**src/hw/rtl/psg_pkg.sv**
```systemverilog
// Shared types, constants and helper functions of the square and noise sound generator.
`default_nettype none
package psg_pkg;

  // Configuration register widths and indexes
  localparam int TICK_W    = 20;
  localparam int SRATE_W   = 18;
  localparam int GAIN_W    = 12;
  localparam int CFG_W     = 20;
  localparam int CFG_IDX_W = 2;

  localparam logic [CFG_IDX_W-1:0] CFG_TICK_RATE  = 2'd0;
  localparam logic [CFG_IDX_W-1:0] CFG_AUDIO_RATE = 2'd1;
  localparam logic [CFG_IDX_W-1:0] CFG_GAIN       = 2'd2;

  localparam logic [TICK_W-1:0]  TICK_RATE_RST  = 20'd223721;
  localparam logic [SRATE_W-1:0] AUDIO_RATE_RST = 18'd44100;
  localparam logic [GAIN_W-1:0]  GAIN_RST       = 12'd256;

  // Datapath widths
  localparam int TONE_W   = 10;
  localparam int PERIOD_W = 12;
  localparam int ACC_W    = 21;
  localparam int VOL_W    = 4;
  localparam int ENTRY_W  = 13;
  localparam int LEVEL_W  = 15;
  localparam int SAMPLE_W = 19;
  localparam int OUT_TDATA_W = 24;
  localparam int NCHAN    = 4;

  localparam logic [PERIOD_W-1:0] PERIOD_RST = 12'h400;
  localparam logic [VOL_W-1:0]    VOL_SILENT = 4'd15;

  // Chip register indexes (tone periods and noise control; the rest are volumes)
  localparam logic [2:0] REG_TONE0 = 3'd0;
  localparam logic [2:0] REG_TONE1 = 3'd2;
  localparam logic [2:0] REG_TONE2 = 3'd4;
  localparam logic [2:0] REG_NOISE = 3'd6;

  localparam logic [1:0] NOISE_RATE_TONE2 = 2'd3;

  // Command queue between front and back
  localparam int QUEUE_DEPTH = 2;
  localparam int QPTR_W      = $clog2(QUEUE_DEPTH);

  typedef enum logic {
    CMD_WRITE  = 1'b0,
    CMD_SAMPLE = 1'b1
  } cmd_kind_t;

  typedef struct packed {
    cmd_kind_t  kind;
    logic       latch;
    logic [2:0] idx;
    logic [7:0] data;
  } cmd_t;

  // Truncated 2 dB per step attenuation table, last entry silent
  function automatic logic [ENTRY_W-1:0] level_of(input logic [VOL_W-1:0] v);
    logic [ENTRY_W-1:0] r;
    case (v)
      4'd0:    r = 13'd8191;
      4'd1:    r = 13'd6506;
      4'd2:    r = 13'd5168;
      4'd3:    r = 13'd4105;
      4'd4:    r = 13'd3260;
      4'd5:    r = 13'd2590;
      4'd6:    r = 13'd2057;
      4'd7:    r = 13'd1634;
      4'd8:    r = 13'd1298;
      4'd9:    r = 13'd1031;
      4'd10:   r = 13'd819;
      4'd11:   r = 13'd650;
      4'd12:   r = 13'd516;
      4'd13:   r = 13'd410;
      4'd14:   r = 13'd326;
      default: r = 13'd0;
    endcase
    return r;
  endfunction

  // Noise shift period from the rate bits; rate three follows tone 2 doubled
  function automatic logic [PERIOD_W-1:0] noise_period(input logic [1:0] rate,
                                                       input logic [PERIOD_W-1:0] tone2);
    logic [PERIOD_W-1:0] r;
    case (rate)
      2'd0:    r = 12'd32;
      2'd1:    r = 12'd64;
      2'd2:    r = 12'd128;
      default: r = {tone2[PERIOD_W-2:0], 1'b0};
    endcase
    return r;
  endfunction

endpackage
`default_nettype wire

```
**src/hw/rtl/psg_front.sv**
```systemverilog
// Front end: accept input items, resolve the target register and queue commands.
`default_nettype none
module psg_front (
  input  wire logic          clk,
  input  wire logic          rst,
  input  wire logic          s_tvalid,
  output      logic          s_tready,
  input  wire logic [7:0]    s_tdata,
  input  wire logic          s_tuser,
  input  wire logic          q_full,
  output      logic          q_push,
  output      psg_pkg::cmd_t q_cmd
);
  import psg_pkg::*;

  logic [2:0] latched_index;
  logic       take;

  assign s_tready = !q_full;
  assign take     = s_tvalid && s_tready;
  assign q_push   = take;

  // Latch bytes carry their own index; data bytes go to the last latched one
  always_comb begin
    q_cmd.kind  = s_tuser ? CMD_SAMPLE : CMD_WRITE;
    q_cmd.latch = s_tdata[7];
    q_cmd.idx   = s_tdata[7] ? s_tdata[6:4] : latched_index;
    q_cmd.data  = s_tdata;
  end

  always_ff @(posedge clk) begin
    if (rst) begin
      latched_index <= 3'd0;
    end else if (take && !s_tuser && s_tdata[7]) begin
      latched_index <= s_tdata[6:4];
    end
  end

endmodule
`default_nettype wire

```
**src/hw/rtl/psg_queue.sv**
```systemverilog
// Short command queue that decouples the front end from the back end.
`default_nettype none
module psg_queue (
  input  wire logic          clk,
  input  wire logic          rst,
  input  wire logic          push,
  input  wire psg_pkg::cmd_t push_cmd,
  input  wire logic          pop,
  output      psg_pkg::cmd_t head,
  output      logic          full,
  output      logic          empty
);
  import psg_pkg::*;

  cmd_t              entries [QUEUE_DEPTH];
  logic [QPTR_W-1:0] wr_ptr;
  logic [QPTR_W-1:0] rd_ptr;
  logic [QPTR_W:0]   count;

  assign full  = (count == (QPTR_W+1)'(QUEUE_DEPTH));
  assign empty = (count == '0);
  assign head  = entries[rd_ptr];

  always_ff @(posedge clk) begin
    if (push) begin
      entries[wr_ptr] <= push_cmd;
    end
  end

  always_ff @(posedge clk) begin
    if (rst) begin
      wr_ptr <= '0;
      rd_ptr <= '0;
      count  <= '0;
    end else begin
      if (push) begin
        wr_ptr <= wr_ptr + 1'b1;
      end
      if (pop) begin
        rd_ptr <= rd_ptr + 1'b1;
      end
      case ({push, pop})
        2'b10:   count <= count + 1'b1;
        2'b01:   count <= count - 1'b1;
        default: count <= count;
      endcase
    end
  end

endmodule
`default_nettype wire

```
**src/hw/rtl/psg_back.sv**
```systemverilog
// Back end: run register writes, chip ticks, level mix and gain scaling.
`default_nettype none
module psg_back #(
  parameter int NOISE_BITS = 17
) (
  input  wire logic                        clk,
  input  wire logic                        rst,
  input  wire logic [psg_pkg::TICK_W-1:0]  tick_rate,
  input  wire logic [psg_pkg::SRATE_W-1:0] audio_rate,
  input  wire logic [psg_pkg::GAIN_W-1:0]  gain,
  input  wire psg_pkg::cmd_t               cmd,
  input  wire logic                        q_empty,
  output      logic                        pop,
  output      logic                        out_valid,
  input  wire logic                        out_ready,
  output      logic [psg_pkg::SAMPLE_W-1:0] sample_value
);
  import psg_pkg::*;

  localparam logic [NOISE_BITS-1:0] NOISE_TOP = {1'b1, {(NOISE_BITS-1){1'b0}}};
  localparam int PROD_W = LEVEL_W + GAIN_W;

  typedef enum logic [1:0] {
    ST_IDLE,
    ST_TICK,
    ST_SUM,
    ST_EMIT
  } state_t;

  state_t                state;
  logic [TONE_W-1:0]     tone_reg   [3];
  logic [2:0]            noise_ctl;
  logic [PERIOD_W-1:0]   periods    [NCHAN];
  logic [PERIOD_W-1:0]   countdowns [NCHAN];
  logic [NCHAN-1:0]      levels;
  logic [VOL_W-1:0]      vol        [NCHAN];
  logic [NOISE_BITS-1:0] noise_shift;
  logic [ACC_W-1:0]      acc;
  logic [LEVEL_W-1:0]    level_sum;

  logic [SRATE_W-1:0]    modulus;
  logic [ACC_W-1:0]      modulus_ext;
  logic                  tick_due;
  logic [PERIOD_W-1:0]   cd_next    [NCHAN];
  logic [NCHAN-1:0]      levels_next;
  logic [NOISE_BITS-1:0] noise_next;
  logic [LEVEL_W-1:0]    level_sum_next;
  logic [PROD_W-1:0]     product;

  logic [1:0]            ch;
  logic                  is_tone;
  logic                  is_noise;
  logic [TONE_W-1:0]     tone_cur;
  logic [TONE_W-1:0]     tone_val;
  logic [PERIOD_W-1:0]   tone_per;

  assign pop         = (state == ST_IDLE) && !q_empty;
  assign modulus     = (audio_rate == '0) ? SRATE_W'(1) : audio_rate;
  assign modulus_ext = ACC_W'(modulus);
  assign tick_due    = (acc >= modulus_ext);
  assign product     = PROD_W'(level_sum) * PROD_W'(gain);

  // One chip tick: tone countdowns, and the noise shifter on its own reload
  always_comb begin
    logic reload;
    logic fb;
    for (int i = 0; i < NCHAN; i++) begin
      reload     = (countdowns[i] <= PERIOD_W'(1));
      cd_next[i] = reload ? periods[i] : countdowns[i] - 1'b1;
      levels_next[i] = levels[i] ^ reload;
    end
    fb = noise_shift[2] ^ (noise_shift[3] & noise_ctl[2]);
    if (countdowns[NCHAN-1] <= PERIOD_W'(1)) begin
      noise_next           = {fb, noise_shift[NOISE_BITS-1:1]};
      levels_next[NCHAN-1] = noise_shift[1];
    end else begin
      noise_next           = noise_shift;
      levels_next[NCHAN-1] = levels[NCHAN-1];
    end
  end

  // Sum volumes of the channels whose output is high
  always_comb begin
    level_sum_next = '0;
    for (int i = 0; i < NCHAN; i++) begin
      if (levels[i]) begin
        level_sum_next = level_sum_next + LEVEL_W'(level_of(vol[i]));
      end
    end
  end

  // Decode a register write
  always_comb begin
    ch       = cmd.idx[2:1];
    is_tone  = (cmd.idx inside {REG_TONE0, REG_TONE1, REG_TONE2});
    is_noise = (cmd.idx == REG_NOISE);
    case (ch)
      2'd0:    tone_cur = tone_reg[0];
      2'd1:    tone_cur = tone_reg[1];
      default: tone_cur = tone_reg[2];
    endcase
    tone_val = cmd.latch ? {tone_cur[TONE_W-1:4], cmd.data[3:0]}
                         : {cmd.data[5:0], tone_cur[3:0]};
    tone_per = (tone_val != '0) ? PERIOD_W'(tone_val) : PERIOD_RST;
  end

  always_ff @(posedge clk) begin
    if (rst) begin
      state        <= ST_IDLE;
      out_valid    <= 1'b0;
      noise_ctl    <= 3'd0;
      levels       <= '0;
      noise_shift  <= NOISE_TOP;
      acc          <= '0;
      for (int i = 0; i < 3; i++) begin
        tone_reg[i] <= '0;
      end
      for (int i = 0; i < NCHAN; i++) begin
        periods[i]    <= PERIOD_RST;
        countdowns[i] <= PERIOD_RST;
        vol[i]        <= VOL_SILENT;
      end
    end else begin
      // Drop the sample once taken, unless a new one replaces it this cycle
      if (out_valid && out_ready && state != ST_EMIT) begin
        out_valid <= 1'b0;
      end
      case (state)
        ST_IDLE: begin
          if (!q_empty) begin
            if (cmd.kind == CMD_SAMPLE) begin
              acc   <= acc + ACC_W'(tick_rate);
              state <= ST_TICK;
            end else if (is_tone) begin
              tone_reg[ch] <= tone_val;
              periods[ch]  <= tone_per;
              if (ch == 2'd2 && noise_ctl[1:0] == NOISE_RATE_TONE2) begin
                periods[NCHAN-1] <= {tone_per[PERIOD_W-2:0], 1'b0};
              end
            end else if (is_noise) begin
              noise_ctl        <= cmd.data[2:0];
              periods[NCHAN-1] <= noise_period(cmd.data[1:0], periods[2]);
              noise_shift      <= NOISE_TOP;
            end else begin
              vol[ch] <= cmd.data[3:0];
            end
          end
        end
        ST_TICK: begin
          // One tick per whole sample period held in the accumulator
          if (tick_due) begin
            acc         <= acc - modulus_ext;
            countdowns  <= cd_next;
            levels      <= levels_next;
            noise_shift <= noise_next;
          end else begin
            state <= ST_SUM;
          end
        end
        ST_SUM: begin
          level_sum <= level_sum_next;
          state     <= ST_EMIT;
        end
        ST_EMIT: begin
          if (!out_valid || out_ready) begin
            sample_value <= product[PROD_W-1:8];
            out_valid    <= 1'b1;
            state        <= ST_IDLE;
          end
        end
        default: state <= ST_IDLE;
      endcase
    end
  end

endmodule
`default_nettype wire

```
**src/hw/rtl/square_noise_sound_generator.sv**
```systemverilog
// Top level: three tone channels and one noise channel, item stream in, sample stream out.
// A write item takes effect in the back-end registers as it is popped from the queue.
// A sample item steps through the back end: start, one step per chip tick it runs, leave
// the tick loop, mix, then scale and register the sample, waiting while the output is held.
// Items are queued two deep ahead of the back end; one item executes at a time.
// Reset (rst, synchronous): all channel state, config registers and the command queue
// return to power-on values.
`default_nettype none
module square_noise_sound_generator #(
  parameter int NOISE_BITS = 17
) (
  input  wire logic                           clk,
  input  wire logic                           rst,
  // Input item stream
  input  wire logic                           s_tvalid,
  output      logic                           s_tready,
  input  wire logic [7:0]                     s_tdata,   // [7:0] data_byte
  input  wire logic                           s_tuser,   // [0] action: 0 write, 1 sample
  // Sample output stream
  output      logic                           m_tvalid,
  input  wire logic                           m_tready,
  output      logic [psg_pkg::OUT_TDATA_W-1:0] m_tdata,  // [18:0] sample_value, rest zero
  // Configuration write port
  input  wire logic                           cfg_we,
  input  wire logic [psg_pkg::CFG_IDX_W-1:0]  cfg_index,
  input  wire logic [psg_pkg::CFG_W-1:0]      cfg_data
);
  import psg_pkg::*;

  logic [TICK_W-1:0]   tick_rate;
  logic [SRATE_W-1:0]  audio_rate;
  logic [GAIN_W-1:0]   gain;

  cmd_t                push_cmd;
  cmd_t                head_cmd;
  logic                push;
  logic                pop;
  logic                q_full;
  logic                q_empty;
  logic [SAMPLE_W-1:0] sample_value;

  // Config registers; an index past the list is dropped
  always_ff @(posedge clk) begin
    if (rst) begin
      tick_rate  <= TICK_RATE_RST;
      audio_rate <= AUDIO_RATE_RST;
      gain       <= GAIN_RST;
    end else if (cfg_we) begin
      case (cfg_index)
        CFG_TICK_RATE:  tick_rate  <= cfg_data[TICK_W-1:0];
        CFG_AUDIO_RATE: audio_rate <= cfg_data[SRATE_W-1:0];
        CFG_GAIN:       gain       <= cfg_data[GAIN_W-1:0];
        default:        ;
      endcase
    end
  end

  // Front end: accept and resolve the target register of each command byte
  psg_front u_front (
    .clk      (clk),
    .rst      (rst),
    .s_tvalid (s_tvalid),
    .s_tready (s_tready),
    .s_tdata  (s_tdata),
    .s_tuser  (s_tuser),
    .q_full   (q_full),
    .q_push   (push),
    .q_cmd    (push_cmd)
  );

  // Hold commands so the front keeps accepting while the back ticks
  psg_queue u_queue (
    .clk      (clk),
    .rst      (rst),
    .push     (push),
    .push_cmd (push_cmd),
    .pop      (pop),
    .head     (head_cmd),
    .full     (q_full),
    .empty    (q_empty)
  );

  // Back end: execute writes, advance the chip and produce samples
  psg_back #(
    .NOISE_BITS (NOISE_BITS)
  ) u_back (
    .clk          (clk),
    .rst          (rst),
    .tick_rate    (tick_rate),
    .audio_rate   (audio_rate),
    .gain         (gain),
    .cmd          (head_cmd),
    .q_empty      (q_empty),
    .pop          (pop),
    .out_valid    (m_tvalid),
    .out_ready    (m_tready),
    .sample_value (sample_value)
  );

  // Pad the sample up to whole bytes
  assign m_tdata = {{(OUT_TDATA_W-SAMPLE_W){1'b0}}, sample_value};

endmodule
`default_nettype wire

```
**config.mk**
```make
export PLATFORM = sky130hd
export DESIGN_NAME = square_noise_sound_generator
export DESIGN_NICKNAME = d
export VERILOG_FILES = /design/src/hw/rtl/psg_pkg.sv /design/src/hw/rtl/psg_front.sv /design/src/hw/rtl/psg_queue.sv /design/src/hw/rtl/psg_back.sv /design/src/hw/rtl/square_noise_sound_generator.sv
export SDC_FILE = /design/constraint.sdc
export NUM_CORES = 1
export LEC_CHECK = 0
export BUFFER_PORTS_ARGS = -buffer_cell sky130_fd_sc_hd__buf_2
export CELL_PAD_IN_SITES_DETAIL_PLACEMENT = 1
export CELL_PAD_IN_SITES_GLOBAL_PLACEMENT = 2
export CORE_ASPECT_RATIO = 0.5
export CORE_MARGIN = 2
export CORE_UTILIZATION = 40
export CTS_CLUSTER_DIAMETER = 150
export CTS_CLUSTER_SIZE = 20
export DETAILED_ROUTE_END_ITERATION = 10
export PLACE_DENSITY = 0.91
export SETUP_SLACK_MARGIN = 0.02
export SYNTH_ARGS = -nofsm -noshare
export SYNTH_HDL_FRONTEND = slang
export SYNTH_SLANG_ARGS = --single-unit
```
**constraint.sdc**
```tcl
create_clock -name clk -period 8 [get_ports clk]
set_clock_uncertainty 0.15 [all_clocks]
set_input_delay 0.8 -clock clk [delete_from_list [all_inputs] [get_ports clk]]
set_output_delay 0.8 -clock clk [all_outputs]
set_load 0.01 [all_outputs]
```
==> flow_metrics.py <==
metrics = {
    "run_status": {
        "status": "finished clean",
    },
    "finish": {
        "final_cell_mix": "nand2_1, nor2_1, inv_1, a21oi_1, ha_1",
        "final_common_cell": "nand2_1",
        "fin_nets": 2981,
        "fillers": 6776,
        "largest_register_ffs": 48,
        "layout-drive-gt1-share_pct": 6.64,
        "syn2layout_area_growth_pct": 6.26,
        "fin_cells": 3418,
    },
    "floorplan": {
        "start_util_pct": 40.5,
        "core.rowCount": 62,
        "die-area_um2": 60200,
        "dieWidth_um": 345,
        "io-pin-count": 62,
        "coreArea_um2": 57400,
        "die_h_um": 175,
    },
    "clocking": {
        "cts_resized": 0,
        "clk_pin_slew_ns": 0.11,
        "cts_tree": "done",
        "clkLatencyLatePin_ns": 0.57,
        "cts_setup_buffers": 0,
        "cts-root-buf": "clkbuf_16",
        "numCtsBuffers": 18,
        "cts_htree_levels": 1,
        "clkSinkCount": 300,
        "postCtsHoldBufs": 0,
        "clockBufferDepth": 3,
    },
    "worst_setup_path": {
        "cpLargestDelayFamily": "compound AO/OA/AOI/OAI gates",
        "timing.rr.start": "u_back.vol[0][1]",
        "crit_start": "u_back.vol[0][1]",
        "slowest_stage": "edfxtp_1",
        "crit_path_start_kind": "flip-flop",
        "cp-end-kind": "flip-flop",
        "path_depth": 29,
        "reg2regPathDepth": 29,
        "r2r_setup_slack_ns": 0.69,
        "endpoint": "u_back.level_sum[14]",
        "crit_buf_inv": 2,
        "cp_max_fo": 7,
        "rr_endpoint": "u_back.level_sum[14]",
        "max_stage_delay_ns": 0.51,
        "cp.required_ns": 8.16,
        "arrival_ns": 7.46,
        "critical_path_class": "flip-flop to flip-flop",
    },
    "synth": {
        "syn-cell-area_um2": 23300,
        "yosysSeqAreaShare_pct": 32.1,
        "avgSynthCellArea_um2": 8.73,
        "ys_top_cells_by_area": "edfxtp_1, dfxtp_1, fa_1, ha_1, nand2_1",
        "synth-seq-cells": 300,
        "synthFlopType": "dfxtp_1",
        "synth_edf_count": 146,
        "synth.top_cell.area_share_pct": 18.8,
        "synthArstFlopShare_pct": 0,
        "synth_top_cell_by_area": "edfxtp_1",
        "ys_types": 92,
        "synth_cells": 2666,
        "ys.warnings.count": 0,
    },
    "sta": {
        "setup-tns-final_ns": 0,
        "worst_slack_ns": 0.695,
        "layout_min_cycle_time_ns": 7.31,
        "rsz0062_at_grt": "no",
        "max_slew.worst_pin.slew_ns": 1.11,
        "hold_violations": 0,
        "final-max-slew-violation-count": 0,
        "setup_violations": 0,
        "maxSlewHeadroom_pct": 25.4,
        "max_freq_ghz": 0.137,
        "fin_crit_sh_pct": 91.3,
    },
    "power_and_ir_drop": {
        "p_leak_nw": 10.3,
        "power.density_nw_per_um2": 224,
        "vdd_drop_max_v": 0.000149,
    },
    "grt": {
        "antenna_found_initial": 3,
        "grt_max_degree": 91,
        "grtUsageTotal_pct": 20.5,
        "grt_pass1_vias": 19600,
        "grt_pass1_wl_um": 102000,
        "grt-ovfl-total": 0,
    },
    "run": {
        "drv_cap": 0,
    },
    "drt": {
        "routed_wl_um": 61400,
        "firstDrtPassIters": 5,
        "drt_iter0_drc": 1171,
        "drc": 0,
        "viasPerCell": 5.49,
        "vias": 18800,
        "post_drt_wl_per_cell_um": 18.0,
        "ant_nets": 0,
    },
    "placement": {
        "dp_slack_ns": 0.784,
        "dp_hpwl_um": 46400,
        "place_congestion": 0.857,
        "port_buffers": 56,
        "place_inst": 3386,
    },
    "worst_hold_path": {
        "min_path_type": "primary input to flip-flop",
    },
}
-- routing by layer --
layer | part of all wire (%) | up-vias | global-route usage, % | wire [um]
met5 | 0.021 | - | 0 | 13
met4 | 1.7 | 2 | 4.26 | 1030
met3 | 3.4 | 68 | 1.85 | 2090
met2 | 47 | 262 | 34.9 | 28700
met1 | 48 | 9366 | 28.4 | 29500
li1 | - | 9053 | - | -
-- synthesized netlist by cell type (33+ instances only) --
master    count
nor2_1      279
a21oi_1     193
and2_1       54
ha_1        173
nor3_1       60
nand3_1      51
edfxtp_1    146
a21o_1       33
o21ai_0     109
dfxtp_1     154
clkbuf_1    105
mux2i_1      39
fa_1        134
xnor2_1      47
a211oi_1     43
nand2_1     383
inv_1       226
-- where the power goes --
| group | internal (W) | switching [W] | total (W) |
|---|---|---|---|
| Sequential | 0.00182 | 0.000199 | 0.00202 |
| Clock | 0.000434 | 0.000564 | 0.000998 |
| Combinational | 0.000933 | 0.00159 | 0.00252 |
-- metrics by stage --
stage / area [um^2] / util (%) / hold slack (ns) / power, W
floorplan: 23300 / - / 0.278 / 0.00389
global placement: 24200 / 42.1 / 0.291 / 0.00446
detailed placement: 24200 / 42.1 / 0.292 / 0.00456
CTS: 24700 / 43.1 / 0.260 / 0.00557
global route: 24700 / 43.1 / 0.277 / 0.00598
finish: 24700 / 43.1 / 0.285 / 0.00553
-- worst min path at each step --
stage / start / endpoint / slack (ns) / cells after the start
global placement: u_back.noise_shift[6] / u_back.noise_shift[6] / 0.29 / 2
detailed placement: u_back.countdowns[10] / u_back.countdowns[10] / 0.29 / 2
finish: s_tdata[1] / u_queue.entries[1][1] / 0.29 / 1
CTS: s_tdata[3] / u_queue.entries[1][3] / 0.26 / 1
global route: s_tdata[3] / u_queue.entries[0][3] / 0.28 / 1
floorplan: u_back.countdowns[10] / u_back.countdowns[10] / 0.28 / 2
-- area by class of cell --
| class | count | area, um^2 | area share [%] |
|---|---|---|---|
| multi-input combinational | 2009 | 14400 | 58.4 |
| sequential | 300 | 7470 | 30.2 |
| tap | 768 | 961 | 3.89 |
| inverter | 227 | 852 | 3.45 |
| clock buffer | 30 | 495 | 2.00 |
| timing repair buffer | 82 | 482 | 1.95 |
| clock inverter | 1 | 30.0 | 0.121 |
| antenna | 1 | 2.50 | 0.0101 |
-- logic make-up after synthesis --
family          share of synthesized area, %
flops                                   32.1
mux                                     3.14
xor+xnor                                2.75
other cells                           0.0161
fa+ha+maj                               20.8
compound gates                          15.4
buf+inv                                 6.11
simple gates                            19.7
Note: power is estimated with default switching activity, not from simulation.
